**src/design/rob_pkg.sv**
```systemverilog
// Package with shared constants and types of the reorder buffer commit core.
package rob_pkg;
   localparam int unsigned RobDepth    = 32;
   localparam int unsigned RetireWidth = 4;
   localparam int unsigned PhysRegs    = 64;
   localparam int unsigned ArchRegs    = 32;

   typedef enum logic [1:0] {
      ACT_ALLOC  = 2'd0,
      ACT_READY  = 2'd1,
      ACT_BRANCH = 2'd2,
      ACT_COMMIT = 2'd3
   } action_type;

   typedef enum logic [2:0] {
      RES_ALLOC   = 3'd0,
      RES_ACK     = 3'd1,
      RES_ERROR   = 3'd2,
      RES_RETIRE  = 3'd3,
      RES_STORE   = 3'd4,
      RES_RESTORE = 3'd5,
      RES_DONE    = 3'd6
   } result_type;

   localparam logic [1:0] ERR_NONE  = 2'd0;
   localparam logic [1:0] ERR_RANGE = 2'd1;
   localparam logic [1:0] ERR_NOBR  = 2'd2;
   localparam logic [1:0] ERR_FULL  = 2'd3;

   localparam logic [2:0] KIND_REG    = 3'd0;
   localparam logic [2:0] KIND_LOAD   = 3'd1;
   localparam logic [2:0] KIND_STORE  = 3'd2;
   localparam logic [2:0] KIND_CBR    = 3'd3;
   localparam logic [2:0] KIND_UBR    = 3'd4;

   // Payload of one buffer entry as stored in the entry memory.
   typedef struct packed {
      logic [2:0]  kind;
      logic [4:0]  arch_reg;
      logic [5:0]  new_preg;
      logic [5:0]  old_preg;
      logic [3:0]  sq_tag;
      logic [31:0] time_stamp;
   } entry_type;

   // Branch outcome stored per entry.
   typedef struct packed {
      logic        mispredicted;
      logic [31:0] flush_limit;
   } branch_type;
endpackage

```
**src/design/reorder_buffer_commit_core.sv**
```systemverilog
// Top level of the reorder buffer commit core: sequencer, flags and pointers.
// One item at a time; busy stays high from acceptance through the cycle of the last result.
// Allocate is decided in the acceptance cycle; set ready and branch evaluation go through
// a target read, a decision and a result. Commit reads and evaluates the head for each
// retired entry, plus a flush read and evaluation for a mispredicted branch and for each
// flushed entry; every step of the head walk goes through the single read port of the
// entry memory. Results appear at most one per cycle with rsp_valid
// and cannot be stalled by the receiver.
module reorder_buffer_commit_core #(
   parameter int unsigned RETIRE_WIDTH = rob_pkg::RetireWidth
) (
   input  logic        clock,
   input  logic        reset,
   input  logic        start,
   output logic        busy,
   input  logic [1:0]  req_action,
   input  logic [2:0]  req_entry_kind,
   input  logic [4:0]  req_arch_reg,
   input  logic [5:0]  req_new_preg,
   input  logic [5:0]  req_old_preg,
   input  logic [3:0]  req_sq_tag,
   input  logic [31:0] req_entry_time,
   input  logic [5:0]  req_target_index,
   input  logic        req_mispredicted,
   input  logic [31:0] req_flush_limit,
   output logic        rsp_valid,
   output logic [2:0]  rsp_result_kind,
   output logic [1:0]  rsp_error_code,
   output logic [4:0]  rsp_slot_index,
   output logic [4:0]  rsp_ret_arch_reg,
   output logic [5:0]  rsp_ret_new_preg,
   output logic [5:0]  rsp_freed_alias,
   output logic [3:0]  rsp_ret_sq_tag,
   output logic        rsp_is_full,
   output logic        rsp_last
);
   localparam int unsigned ROB_DEPTH = rob_pkg::RobDepth;
   localparam int unsigned AW = $clog2(ROB_DEPTH);
   localparam int unsigned CW = $clog2(ROB_DEPTH + 1);
   localparam int unsigned RW = $clog2(RETIRE_WIDTH + 1);

   typedef enum logic [2:0] {
      ST_IDLE, ST_READ, ST_DECIDE, ST_HREAD, ST_HEVAL, ST_FREAD, ST_FEVAL, ST_DONE
   } state_type;

   state_type            state_ff;
   logic [ROB_DEPTH-1:0] valid_ff, ready_ff;
   logic [AW-1:0]        head_ff, tail_ff, bslot_ff, raddr;
   logic [CW-1:0]        fcnt_ff;
   logic [RW-1:0]        rcnt_ff;
   logic [1:0]           act_ff;
   logic [5:0]           tgt_ff;
   logic                 misp_ff;
   logic [31:0]          flim_ff, btime_ff, blim_ff;
   rob_pkg::entry_type   req_ent, ent_rd;
   rob_pkg::branch_type  br_rd, br_wdata;
   logic                 ent_we, br_we;
   logic [AW-1:0]        tgt_idx;
   logic                 tgt_oor, full_now;
   logic                 rv_ff, rl_ff;
   logic [2:0]           rk_ff;
   logic [1:0]           re_ff;
   logic [AW-1:0]        rs_ff;
   logic [4:0]           ra_ff;
   logic [5:0]           rn_ff, ro_ff;
   logic [3:0]           rsid_ff;
   logic [AW-1:0]        head_nx, tail_nx;

   assign tgt_idx  = tgt_ff[AW-1:0];
   assign tgt_oor  = ({26'd0, tgt_ff} >= 32'(ROB_DEPTH));
   assign tail_nx  = (32'(tail_ff) + 32'd1 == 32'(ROB_DEPTH)) ? '0 : AW'(tail_ff + AW'(1));
   assign full_now = (tail_nx == head_ff);
   assign head_nx  = (32'(head_ff) + 32'd1 == 32'(ROB_DEPTH)) ? '0 : AW'(head_ff + AW'(1));
   assign busy     = (state_ff != ST_IDLE);

   always_comb begin
      req_ent.kind       = req_entry_kind;
      req_ent.arch_reg   = 5'(32'(req_arch_reg) % rob_pkg::ArchRegs);
      req_ent.new_preg   = 6'(32'(req_new_preg) % rob_pkg::PhysRegs);
      req_ent.old_preg   = 6'(32'(req_old_preg) % rob_pkg::PhysRegs);
      req_ent.sq_tag     = req_sq_tag;
      req_ent.time_stamp = req_entry_time;
      ent_we = start && !busy && (req_action == rob_pkg::ACT_ALLOC) && !full_now;
      br_we  = ent_we || (state_ff == ST_DECIDE && act_ff == rob_pkg::ACT_BRANCH
                && !tgt_oor && valid_ff[tgt_idx]
                && (ent_rd.kind == rob_pkg::KIND_CBR || ent_rd.kind == rob_pkg::KIND_UBR));
      br_wdata.mispredicted = ent_we ? 1'b0 : misp_ff;
      br_wdata.flush_limit  = ent_we ? 32'd0 : flim_ff;
      raddr = (state_ff == ST_READ) ? tgt_idx : head_ff;
   end

   rob_entry_mem #(.ROB_DEPTH(ROB_DEPTH)) u_mem (
      .clock     (clock),
      .ent_we    (ent_we),
      .ent_waddr (tail_ff),
      .ent_wdata (req_ent),
      .br_we     (br_we),
      .br_waddr  (ent_we ? tail_ff : tgt_idx),
      .br_wdata  (br_wdata),
      .raddr     (raddr),
      .ent_rdata (ent_rd),
      .br_rdata  (br_rd)
   );

   always_ff @(posedge clock) begin
      rv_ff <= 1'b0; rl_ff <= 1'b0;
      rk_ff <= rob_pkg::RES_ACK; re_ff <= rob_pkg::ERR_NONE; rs_ff <= '0;
      ra_ff <= '0; rn_ff <= '0; ro_ff <= '0; rsid_ff <= '0;
      if (reset) begin
         state_ff <= ST_IDLE; valid_ff <= '0; ready_ff <= '0;
         head_ff <= '0; tail_ff <= '0; rcnt_ff <= '0; fcnt_ff <= '0;
      end else begin
         unique case (state_ff)
            ST_IDLE: begin
               if (start) begin
                  act_ff <= req_action; tgt_ff <= req_target_index;
                  misp_ff <= req_mispredicted; flim_ff <= req_flush_limit;
                  rcnt_ff <= '0;
                  if (req_action == rob_pkg::ACT_ALLOC) begin
                     rv_ff <= 1'b1; rl_ff <= 1'b1;
                     if (full_now) begin
                        rk_ff <= rob_pkg::RES_ERROR; re_ff <= rob_pkg::ERR_FULL;
                     end else begin
                        rk_ff <= rob_pkg::RES_ALLOC; rs_ff <= tail_ff;
                        valid_ff[tail_ff] <= 1'b1; ready_ff[tail_ff] <= 1'b0;
                        tail_ff <= tail_nx;
                     end
                     state_ff <= ST_DONE;
                  end else if (req_action == rob_pkg::ACT_COMMIT) begin
                     state_ff <= ST_HREAD;
                  end else begin
                     state_ff <= ST_READ;
                  end
               end
            end
            ST_READ: state_ff <= ST_DECIDE;
            ST_DECIDE: begin
               rv_ff <= 1'b1; rl_ff <= 1'b1; state_ff <= ST_DONE;
               if (tgt_oor) begin
                  rk_ff <= rob_pkg::RES_ERROR; re_ff <= rob_pkg::ERR_RANGE;
               end else if (act_ff == rob_pkg::ACT_READY) begin
                  rk_ff <= rob_pkg::RES_ACK; rs_ff <= tgt_idx;
                  if (valid_ff[tgt_idx]) ready_ff[tgt_idx] <= 1'b1;
               end else if (br_we) begin
                  rk_ff <= rob_pkg::RES_ACK; rs_ff <= tgt_idx;
                  ready_ff[tgt_idx] <= 1'b1;
               end else begin
                  rk_ff <= rob_pkg::RES_ERROR; re_ff <= rob_pkg::ERR_NOBR;
               end
            end
            ST_HREAD: state_ff <= ST_HEVAL;
            ST_HEVAL: begin
               if (32'(rcnt_ff) >= RETIRE_WIDTH || !valid_ff[head_ff] || !ready_ff[head_ff]
                   || ent_rd.kind > rob_pkg::KIND_UBR) begin
                  rv_ff <= 1'b1; rl_ff <= 1'b1; rk_ff <= rob_pkg::RES_DONE;
                  rs_ff <= head_ff; state_ff <= ST_DONE;
               end else begin
                  rcnt_ff <= RW'(rcnt_ff + RW'(1));
                  valid_ff[head_ff] <= 1'b0; ready_ff[head_ff] <= 1'b0;
                  head_ff <= head_nx;
                  if (ent_rd.kind == rob_pkg::KIND_STORE) begin
                     rv_ff <= 1'b1; rk_ff <= rob_pkg::RES_STORE; rs_ff <= head_ff;
                     rsid_ff <= ent_rd.sq_tag;
                  end else if (ent_rd.kind != rob_pkg::KIND_CBR) begin
                     rv_ff <= 1'b1; rk_ff <= rob_pkg::RES_RETIRE; rs_ff <= head_ff;
                     ra_ff <= ent_rd.arch_reg; rn_ff <= ent_rd.new_preg;
                     ro_ff <= ent_rd.old_preg;
                  end
                  if ((ent_rd.kind == rob_pkg::KIND_CBR || ent_rd.kind == rob_pkg::KIND_UBR)
                      && br_rd.mispredicted) begin
                     bslot_ff <= head_ff; btime_ff <= ent_rd.time_stamp;
                     blim_ff <= br_rd.flush_limit; fcnt_ff <= '0;
                     state_ff <= ST_FREAD;
                  end else begin
                     state_ff <= ST_HREAD;
                  end
               end
            end
            ST_FREAD: state_ff <= ST_FEVAL;
            ST_FEVAL: begin
               if (blim_ff != 32'd0 && 32'(fcnt_ff) < ROB_DEPTH && valid_ff[head_ff]
                   && ent_rd.time_stamp >= btime_ff && ent_rd.time_stamp <= blim_ff) begin
                  valid_ff[head_ff] <= 1'b0; ready_ff[head_ff] <= 1'b0;
                  head_ff <= head_nx; fcnt_ff <= CW'(fcnt_ff + CW'(1));
                  state_ff <= ST_FREAD;
               end else begin
                  rv_ff <= 1'b1; rk_ff <= rob_pkg::RES_RESTORE; rs_ff <= bslot_ff;
                  state_ff <= ST_HREAD;
               end
            end
            ST_DONE: state_ff <= ST_IDLE;
            default: state_ff <= ST_IDLE;
         endcase
      end
   end

   assign rsp_valid         = rv_ff && !reset;
   assign rsp_result_kind   = rk_ff;
   assign rsp_error_code    = re_ff;
   assign rsp_slot_index    = 5'(rs_ff);
   assign rsp_ret_arch_reg  = ra_ff;
   assign rsp_ret_new_preg  = rn_ff;
   assign rsp_freed_alias   = ro_ff;
   assign rsp_ret_sq_tag    = rsid_ff;
   assign rsp_is_full       = full_now;
   assign rsp_last          = rl_ff;
endmodule

```
**src/design/rob_entry_mem.sv**
```systemverilog
// Synchronous entry memories with one write port and one registered read port.
module rob_entry_mem #(
   parameter int unsigned ROB_DEPTH = rob_pkg::RobDepth,
   localparam int unsigned AW = $clog2(ROB_DEPTH)
) (
   input  logic                 clock,
   input  logic                 ent_we,
   input  logic [AW-1:0]        ent_waddr,
   input  rob_pkg::entry_type   ent_wdata,
   input  logic                 br_we,
   input  logic [AW-1:0]        br_waddr,
   input  rob_pkg::branch_type  br_wdata,
   input  logic [AW-1:0]        raddr,
   output rob_pkg::entry_type   ent_rdata,
   output rob_pkg::branch_type  br_rdata
);
   rob_pkg::entry_type  ent_mem [ROB_DEPTH];
   rob_pkg::branch_type br_mem  [ROB_DEPTH];
   rob_pkg::entry_type  ent_rd_ff;
   rob_pkg::branch_type br_rd_ff;

   always_ff @(posedge clock) begin
      if (ent_we) begin
         ent_mem[ent_waddr] <= ent_wdata;
      end
      if (br_we) begin
         br_mem[br_waddr] <= br_wdata;
      end
      ent_rd_ff <= ent_mem[raddr];
      br_rd_ff  <= br_mem[raddr];
   end

   assign ent_rdata = ent_rd_ff;
   assign br_rdata  = br_rd_ff;
endmodule

```
**config.mk**
```make
export PLATFORM = sky130hd
export DESIGN_NAME = reorder_buffer_commit_core
export DESIGN_NICKNAME = d
export VERILOG_FILES = /design/src/design/rob_pkg.sv /design/src/design/reorder_buffer_commit_core.sv /design/src/design/rob_entry_mem.sv
export SDC_FILE = /design/constraint.sdc
export NUM_CORES = 2
export LEC_CHECK = 0
export ABC_CLOCK_PERIOD_IN_PS = 20600
export BUFFER_PORTS_ARGS = -buffer_cell sky130_fd_sc_hd__clkbuf_2
export CORE_ASPECT_RATIO = 0.6
export CORE_UTILIZATION = 42
export CTS_CLUSTER_SIZE = 8
export DETAILED_ROUTE_END_ITERATION = 6
export GPL_ROUTABILITY_DRIVEN = 0
export PLACE_DENSITY = 0.68
export SLEW_MARGIN = 15
export SYNTH_ARGS = -nofsm -noshare
export SYNTH_HDL_FRONTEND = slang
export SYNTH_HIERARCHICAL = 1
export SYNTH_SLANG_ARGS = --single-unit
```
**constraint.sdc**
```tcl
create_clock -name clock -period 20.6 [get_ports clock]
set_clock_uncertainty 0.15 [all_clocks]
set_input_delay 2.06 -clock clock [delete_from_list [all_inputs] [get_ports clock]]
set_output_delay 2.06 -clock clock [all_outputs]
set_load 0.01 [all_outputs]
```
After elaboration in Yosys (flattened, before gate mapping)
Memory sizes are Yosys's and may differ from the RTL's. A register that Yosys moved wholly into a read port is not among the register bits.
Index checks and enable logic that the tools add are counted.

word-level totals
  register bits = 229
  RAM bits = 2848
  bits of input ports = 100
  output and inout bits = 35
  word-level logic and storage cells = 220
  memories = 2

memory list
  memory         words  bits a word  rd ports  clocked after Yosys merged registers in  wr ports  RTL line             source
  u_mem.ent_mem  32     56           1         1                                        1         rob_entry_mem.sv:17  rob_pkg::entry_type ent_mem [ROB_DEPTH];
  u_mem.br_mem   32     33           1         1                                        1         rob_entry_mem.sv:18  rob_pkg::branch_type br_mem [ROB_DEPTH];

operators by class
  add/sub/neg operators = 6
  magnitude comparators = 12
  eq/ne operators = 26
  multiplexer cells = 93
  bitwise operators = 13
  reduce and logical (&&, ||, !) cells = 45

operators by type and width
  operator                                                           number
  two-way mux 32 bit                                                 15
  one-hot mux 32 bit (4 select lines)                                1
  bitwise AND 32 bit                                                 3
  one-hot mux 32 bit (3 select lines)                                1
  two-way mux 5 bit                                                  16
  inverter 32 bit                                                    2
  bitwise OR 32 bit                                                  2
  greater-or-equal comparator 32 bit                                 1
  <= comparator 32 bit                                               1
  nonzero test 32 bit                                                1
  two-way mux 3 bit                                                  10
  two-way mux 2 bit                                                  14
  one-hot mux 3 bit (8 select lines)                                 1
  one-hot mux 5 bit (4 select lines)                                 1
  < comparator 5 x 6 -> 1 bit, second input constant                 3
  two-way mux 1 bit                                                  18
  two-way mux 6 bit                                                  3
  logical AND 1 bit                                                  16
  binary-select mux 1 bit (select 5 bit)                             3
  demux 1 bit (select 5 bit)                                         3
  equality test 3 bit, second input constant                         5
  greater-or-equal comparator 5 x 1 -> 1 bit, second input constant  3
  != test 2 bit, second input constant                               7
  adder 5 x 1 -> 6 bit, second input constant                        2
  other kinds (36)                                                   63

Depth between registers and ports, before layout
  word-level depth = 11
  gate-level depth with buffers = 15
  mapped depth without buffers = 13

Hierarchy
The synthesis kept the hierarchy.

modules (own cells, without submodules)
  module                      times used  cells each  area each (µm²)  sequential area each (µm²)
  rob_entry_mem               1           5247        110198.2         87303.7
  reorder_buffer_commit_core  1           1126        11646.2          5685.5

Least setup slack after synthesis
OpenSTA, ideal clock, no wires.

  kind = in2reg
  start = input reset
  end = register blim_ff[0] (enable)
  setup time = 0.581 ns
  arrival time = 7.376 ns
  required time = 19.869 ns
  setup slack = 12.493 ns
  stages on the path = 4
  path buffers = 3
  cell sequence = clkbuf_1 > clkbuf_1 > clkbuf_1 > nor3_1

on the way
  longest elaborated chain between the ends = 2

ends and longest elaborated chain
  what                                  RTL line                           source
  from (decl)                           reorder_buffer_commit_core.sv:13   input logic reset,
  inverter 1 bit (no source line)       n/a
  AND reduction 4 bit (no source line)  n/a
  to (signal assigned)                  reorder_buffer_commit_core.sv:172  blim_ff <= br_rd.flush_limit; fcnt_ff <= '0;
  to (decl)                             reorder_buffer_commit_core.sv:54   logic [31:0] flim_ff, btime_ff, blim_ff;

No other way between the ends.
A chain may end at the register's enable or synchronous reset.

Worst setup path after layout
  start = register tail_ff[0]
  end = memory u_mem/br_mem[3][17] (netlist bit) (enable)

on the way
  longest elaborated chain between the ends = 9
  elaborated cells on any way between the ends = 11
  those cells by class = 2 x add/sub; 2 x eq/ne; 4 x mux; 3 x reduce/logical

ends and longest elaborated chain
  what                                     RTL line                           source
  from (decl)                              reorder_buffer_commit_core.sv:48   logic [AW-1:0] head_ff, tail_ff, bslot_ff, raddr;
  from (signal assigned)                   reorder_buffer_commit_core.sv:126  tail_ff <= tail_nx;
  adder 5 x 1 -> 6 bit                     reorder_buffer_commit_core.sv:71   assign tail_nx = (32'(tail_ff) + 32'd1 == 32'(ROB_DEPTH)) ? '0 : AW'(tail_ff + AW'(1));
  equality test 6 bit                      reorder_buffer_commit_core.sv:71
  two-way mux 5 bit                        reorder_buffer_commit_core.sv:71
  equality test 5 bit                      reorder_buffer_commit_core.sv:72   assign full_now = (tail_nx == head_ff);
  logical NOT 1 bit                        reorder_buffer_commit_core.sv:83   ent_we = start && !busy && (req_action == rob_pkg::ACT_ALLOC) && !full_now;
  logical AND 1 bit                        reorder_buffer_commit_core.sv:83
  logical OR 1 bit                         reorder_buffer_commit_core.sv:84   br_we = ent_we || (state_ff == ST_DECIDE && act_ff == rob_pkg::ACT_BRANCH
  two-way mux 1 bit                        rob_entry_mem.sv:26                if (br_we) begin
  two-way mux 1 bit (not written as such)  rob_entry_mem.sv:27                br_mem[br_waddr] <= br_wdata;
  to (decl)                                rob_entry_mem.sv:18

Several ways; a longest one is shown, not always the timed one.

==> impl_summary.log <==
[metrics] result of the run: complete, but fails checks
[metrics] violated checks: DRC
[metrics] area of the multi-input gates: 27500 sq um
[metrics] Critical R2R Launch: tail_ff[0]$_SDFFE_PP0P_
[metrics] Worst IR Drop VDD: 0.0853 mV
[metrics] flip-flop count of the largest register after layout: 1792
[metrics] Remaining DRCs: 4
[metrics] count of non-filler cells in the finished layout: 10852
[metrics] mapped cell area: 122000 sq um
[metrics] global-route congestion overflow total: 0
[metrics] number of placed instances with taps included: 10129
[metrics] gr usage total: 0.226
[metrics] primary flip-flop cell chosen by synthesis mapping: sky130_fd_sc_hd__edfxtp_1
[metrics] Nets: 6900
[metrics] max-slew violation count: 0
[metrics] required time of the critical path: 20.91 ns
[metrics] filler cell count in the final layout: 23107
[metrics] total wire length: 338 mm
[metrics] Setup TNS: 0 ns
[metrics] antenna violations before repair: 40
[metrics] final core utilization: 0.488
[metrics] fraction of layout cells with a size suffix above 1: 0.181
[metrics] NetSw: 3.93 mW
[metrics] Std-Cell Core Area: 287000 sq um
[metrics] CP delay by family, top: simple AND/OR/NAND/NOR gates
[metrics] biggest fanout along the worst timing path: 65
[metrics] Biggest register: u_mem/ent_mem
[metrics] class of the most critical setup path: reg -> reg
[metrics] CTS Sinks: 3166
[metrics] TritonCTS clock tree: built
[metrics] router iterations before antenna repair: 7
[metrics] hold buffer count at CTS: 0
[metrics] critical path arrival: 7.26 ns
[metrics] global-route wire length before repair: 474 mm
[metrics] row count: 152
[metrics] Achievable Freq: 0.144 GHz
[metrics] Mapped Nets: 6548
[metrics] worst min-delay path startpoint: u_mem/br_rdata[10]$_DFF_P_
[metrics] io pins: 135
[metrics] worst rel slew slack: 0.128
[metrics] clock insertion delay at the later pin of the skew report: 0.96 ns
[metrics] Logic pwr share: 0.118
[metrics] type of destination of the critical path: register
[metrics] cell with the largest stage delay on the worst path: sky130_fd_sc_hd__nor2_4
[metrics] Unique masters post-synth: 78
[metrics] # Post-CTS Setup Buffers: 0
[metrics] max-capacitance violation count: 0
[metrics] Final Cell Area: 140000 sq um
[metrics] post-cts resize count: 0
[metrics] number of routed nets with antenna violations: 0
[metrics] Buffers & Inverters on Critical Path: 1
[metrics] register cell area after layout: 93000 sq um
[metrics] worst reg2reg setup slack: 13.65 ns
[metrics] Worst R2R End: u_mem/br_mem[3][17]$_DFFE_PP_
[metrics] master cell of the clock root buffer: sky130_fd_sc_hd__clkbuf_16
[metrics] depth of the most critical reg-to-reg path: 10
[metrics] unrepaired setup endpoints after global routing: no
[metrics] area added between synthesis and finish: 15.0%
[metrics] placed standard-cell area: 128000 sq um
[metrics] Avg Inst Size Synth: 19.1 sq um
[metrics] Die Ht: 419 microns
[metrics] fraction of the yosys area taken by sequential cells: 0.763
[metrics] deepest clock path buffer count: 4
[metrics] slew at the pin with the worst max-slew slack: 1.30 ns
[metrics] final-layout worst hold slack: 0.248 ns
[metrics] post-DR vias/cell: 6.12
[metrics] cell-by-cell trace of the critical path: ha_1 > and3_1 > a41o_1 > xnor2_1 > nand3_1 > nand2_1 > inv_4 > o21ai_0 > nand3_1 > nor2_4
[metrics] DRT iter0 DRCs: 10472
[metrics] P_leak: 43.3 nW
[metrics] HPWL after detailed placement: 199 mm
[metrics] Startpoint Class: register
[metrics] relative contribution of the clock network to total power: 0.418
[metrics] Synth Register Bits: 3166
[metrics] final hold viol count: 0
[metrics] Worst-path clk slew: 0.05 ns
[metrics] ys async rst share: 0
[metrics] count of warnings emitted by yosys: 6
[metrics] EDFF count, synth: 2958
[metrics] cell repeated most along the worst path: sky130_fd_sc_hd__nand3_1
[metrics] Routed wire per std cell: 31.1 microns
[metrics] Port-buffer cells: 134
[metrics] largest net degree at the start of global routing: 126
[metrics] P per Cell Area: 112 nW/um^2
[metrics] Hold Crit Depth: 0
[metrics] Setup Slack @ Placement: 13.50 ns
[metrics] stage delay of the slowest cell on the critical path: 1.21 ns
[metrics] cell count after synthesis: 6373
[metrics] sequential share of power: 0.464
[metrics] Tcrit/Tclk final: 0.337
[metrics] capture endpoint of the worst hold path: blim_ff[10]$_DFFE_PP_
[metrics] number of endpoints failing setup at the final stage: 0
[metrics] kind of path behind the tightest hold check: reg -> reg
[metrics] setup ws final: 13.65 ns
[metrics] floorplan die area: 292000 sq um
[metrics] Clock H-tree levels: 5
[metrics] total vias in the final route: 66441
[metrics] time the final worst path needs with I/O delays and setup: 6.95 ns
[metrics] switching part of the total: 0.250
[metrics] DIE WIDTH: 697 microns
[metrics] total design power: 15.7 mW
[metrics] number of buffers added by the clock tree synthesis step: 438
[metrics] Power Internal: 11.8 mW
[metrics] initial core utilization: 0.424
[metrics] via count of the first global-routing pass: 63518
-- worst max path at each step --
stage                     cells past startpoint                              to  slack, ns               startpoint
after floorplan                               4            blim_ff[0]$_DFFE_PP_      12.49                    reset
after global placement                       10  u_mem/br_mem[29][20]$_DFFE_PP_      13.53            req_action[0]
after detailed placement                     10   u_mem/br_mem[25][0]$_DFFE_PP_      13.50            req_action[0]
after CTS                                    10  u_mem/br_mem[11][25]$_DFFE_PP_      13.74  tail_ff[0]$_SDFFE_PP0P_
after global routing                         10   u_mem/br_mem[3][22]$_DFFE_PP_      13.52  tail_ff[1]$_SDFFE_PP0P_
final                                        10   u_mem/br_mem[3][17]$_DFFE_PP_      13.65  tail_ff[0]$_SDFFE_PP0P_
-- cell usage in the layout (no fill, tap or decap), types with 47 or more instances in the layout --
| cell type | count |
|---|---|
| sky130_fd_sc_hd__mux2i_1 | 742 |
| sky130_fd_sc_hd__inv_1 | 80 |
| sky130_fd_sc_hd__edfxtp_1 | 2958 |
| sky130_fd_sc_hd__mux4_2 | 364 |
| sky130_fd_sc_hd__buf_4 | 131 |
| sky130_fd_sc_hd__clkbuf_1 | 241 |
| sky130_fd_sc_hd__nand2_1 | 80 |
| sky130_fd_sc_hd__dfxtp_1 | 207 |
| sky130_fd_sc_hd__a21oi_1 | 70 |
| sky130_fd_sc_hd__nand3_1 | 195 |
| sky130_fd_sc_hd__a22o_1 | 55 |
| sky130_fd_sc_hd__nor3_1 | 49 |
| sky130_fd_sc_hd__ha_1 | 75 |
| sky130_fd_sc_hd__a31oi_1 | 88 |
| sky130_fd_sc_hd__nor2_1 | 47 |
| sky130_fd_sc_hd__nor2_4 | 68 |
| sky130_fd_sc_hd__clkbuf_16 | 446 |
| sky130_fd_sc_hd__nand4_1 | 57 |
| sky130_fd_sc_hd__a22oi_1 | 476 |
| sky130_fd_sc_hd__clkbuf_2 | 134 |
-- metal layers --
metal | part of all wire | track usage | routed length (microns) | up-vias
met1 | 0.42 | 0.351 | 141000 | 34390
li1 | - | - | - | 26890
met5 | 0.00039 | 0 | 133 | -
met4 | 0.025 | 0.0577 | 8600 | 22
met3 | 0.14 | 0.0590 | 46700 | 568
met2 | 0.42 | 0.314 | 141000 | 4571
-- area by class of cell --
type,instances,area share
sequential,3166,0.664
multi-input combinational,2757,0.197
clock buffer,687,0.0861
tap,3850,0.0344
timing repair buffer,280,0.0141
clock inverter,17,0.00279
inverter,82,0.00221
antenna,13,0.000232
-- power groups by stage --
stage                     Combinational (mW)  Sequential [mW]  Clock (mW)
after floorplan                         1.18             7.35           0
after global placement                  1.80             7.43           0
after detailed placement                1.83             7.43           0
after CTS                               1.84             7.31        6.66
after global routing                    1.95             7.31        6.93
final                                   1.86             7.31        6.58
-- cell families (layout without fill, tap and decap cells) --
logic type / count (synthesis) / count (layout) / share of synthesized area
adders and majority gates: 75 / 75 / 0.00770
buffers and inverters: 450 / 1066 / 0.0179
xor gates and xnor gates: 17 / 17 / 0.00122
muxes: 1116 / 1116 / 0.129
other: 0 / 13 / 0
and+or+nand+nor: 692 / 692 / 0.0296
AOI/OAI and AO/OA: 857 / 857 / 0.0511
DFF: 3166 / 3166 / 0.763
-- synthesized netlist by cell type, types with 80 or more instances --
master                     count  area share
sky130_fd_sc_hd__nor2_1      122      0.0038
sky130_fd_sc_hd__buf_2       111      0.0046
sky130_fd_sc_hd__clkbuf_1    170      0.0052
sky130_fd_sc_hd__nand2_1      80      0.0025
sky130_fd_sc_hd__edfxtp_1   2958        0.73
sky130_fd_sc_hd__mux4_2      364       0.067
sky130_fd_sc_hd__a22oi_1     476       0.029
sky130_fd_sc_hd__a31oi_1      88      0.0045
sky130_fd_sc_hd__inv_1        80      0.0025
sky130_fd_sc_hd__dfxtp_1     208       0.034
sky130_fd_sc_hd__mux2i_1     742       0.061
sky130_fd_sc_hd__nand3_1     195      0.0080
(Power assumes the default switching activity.)
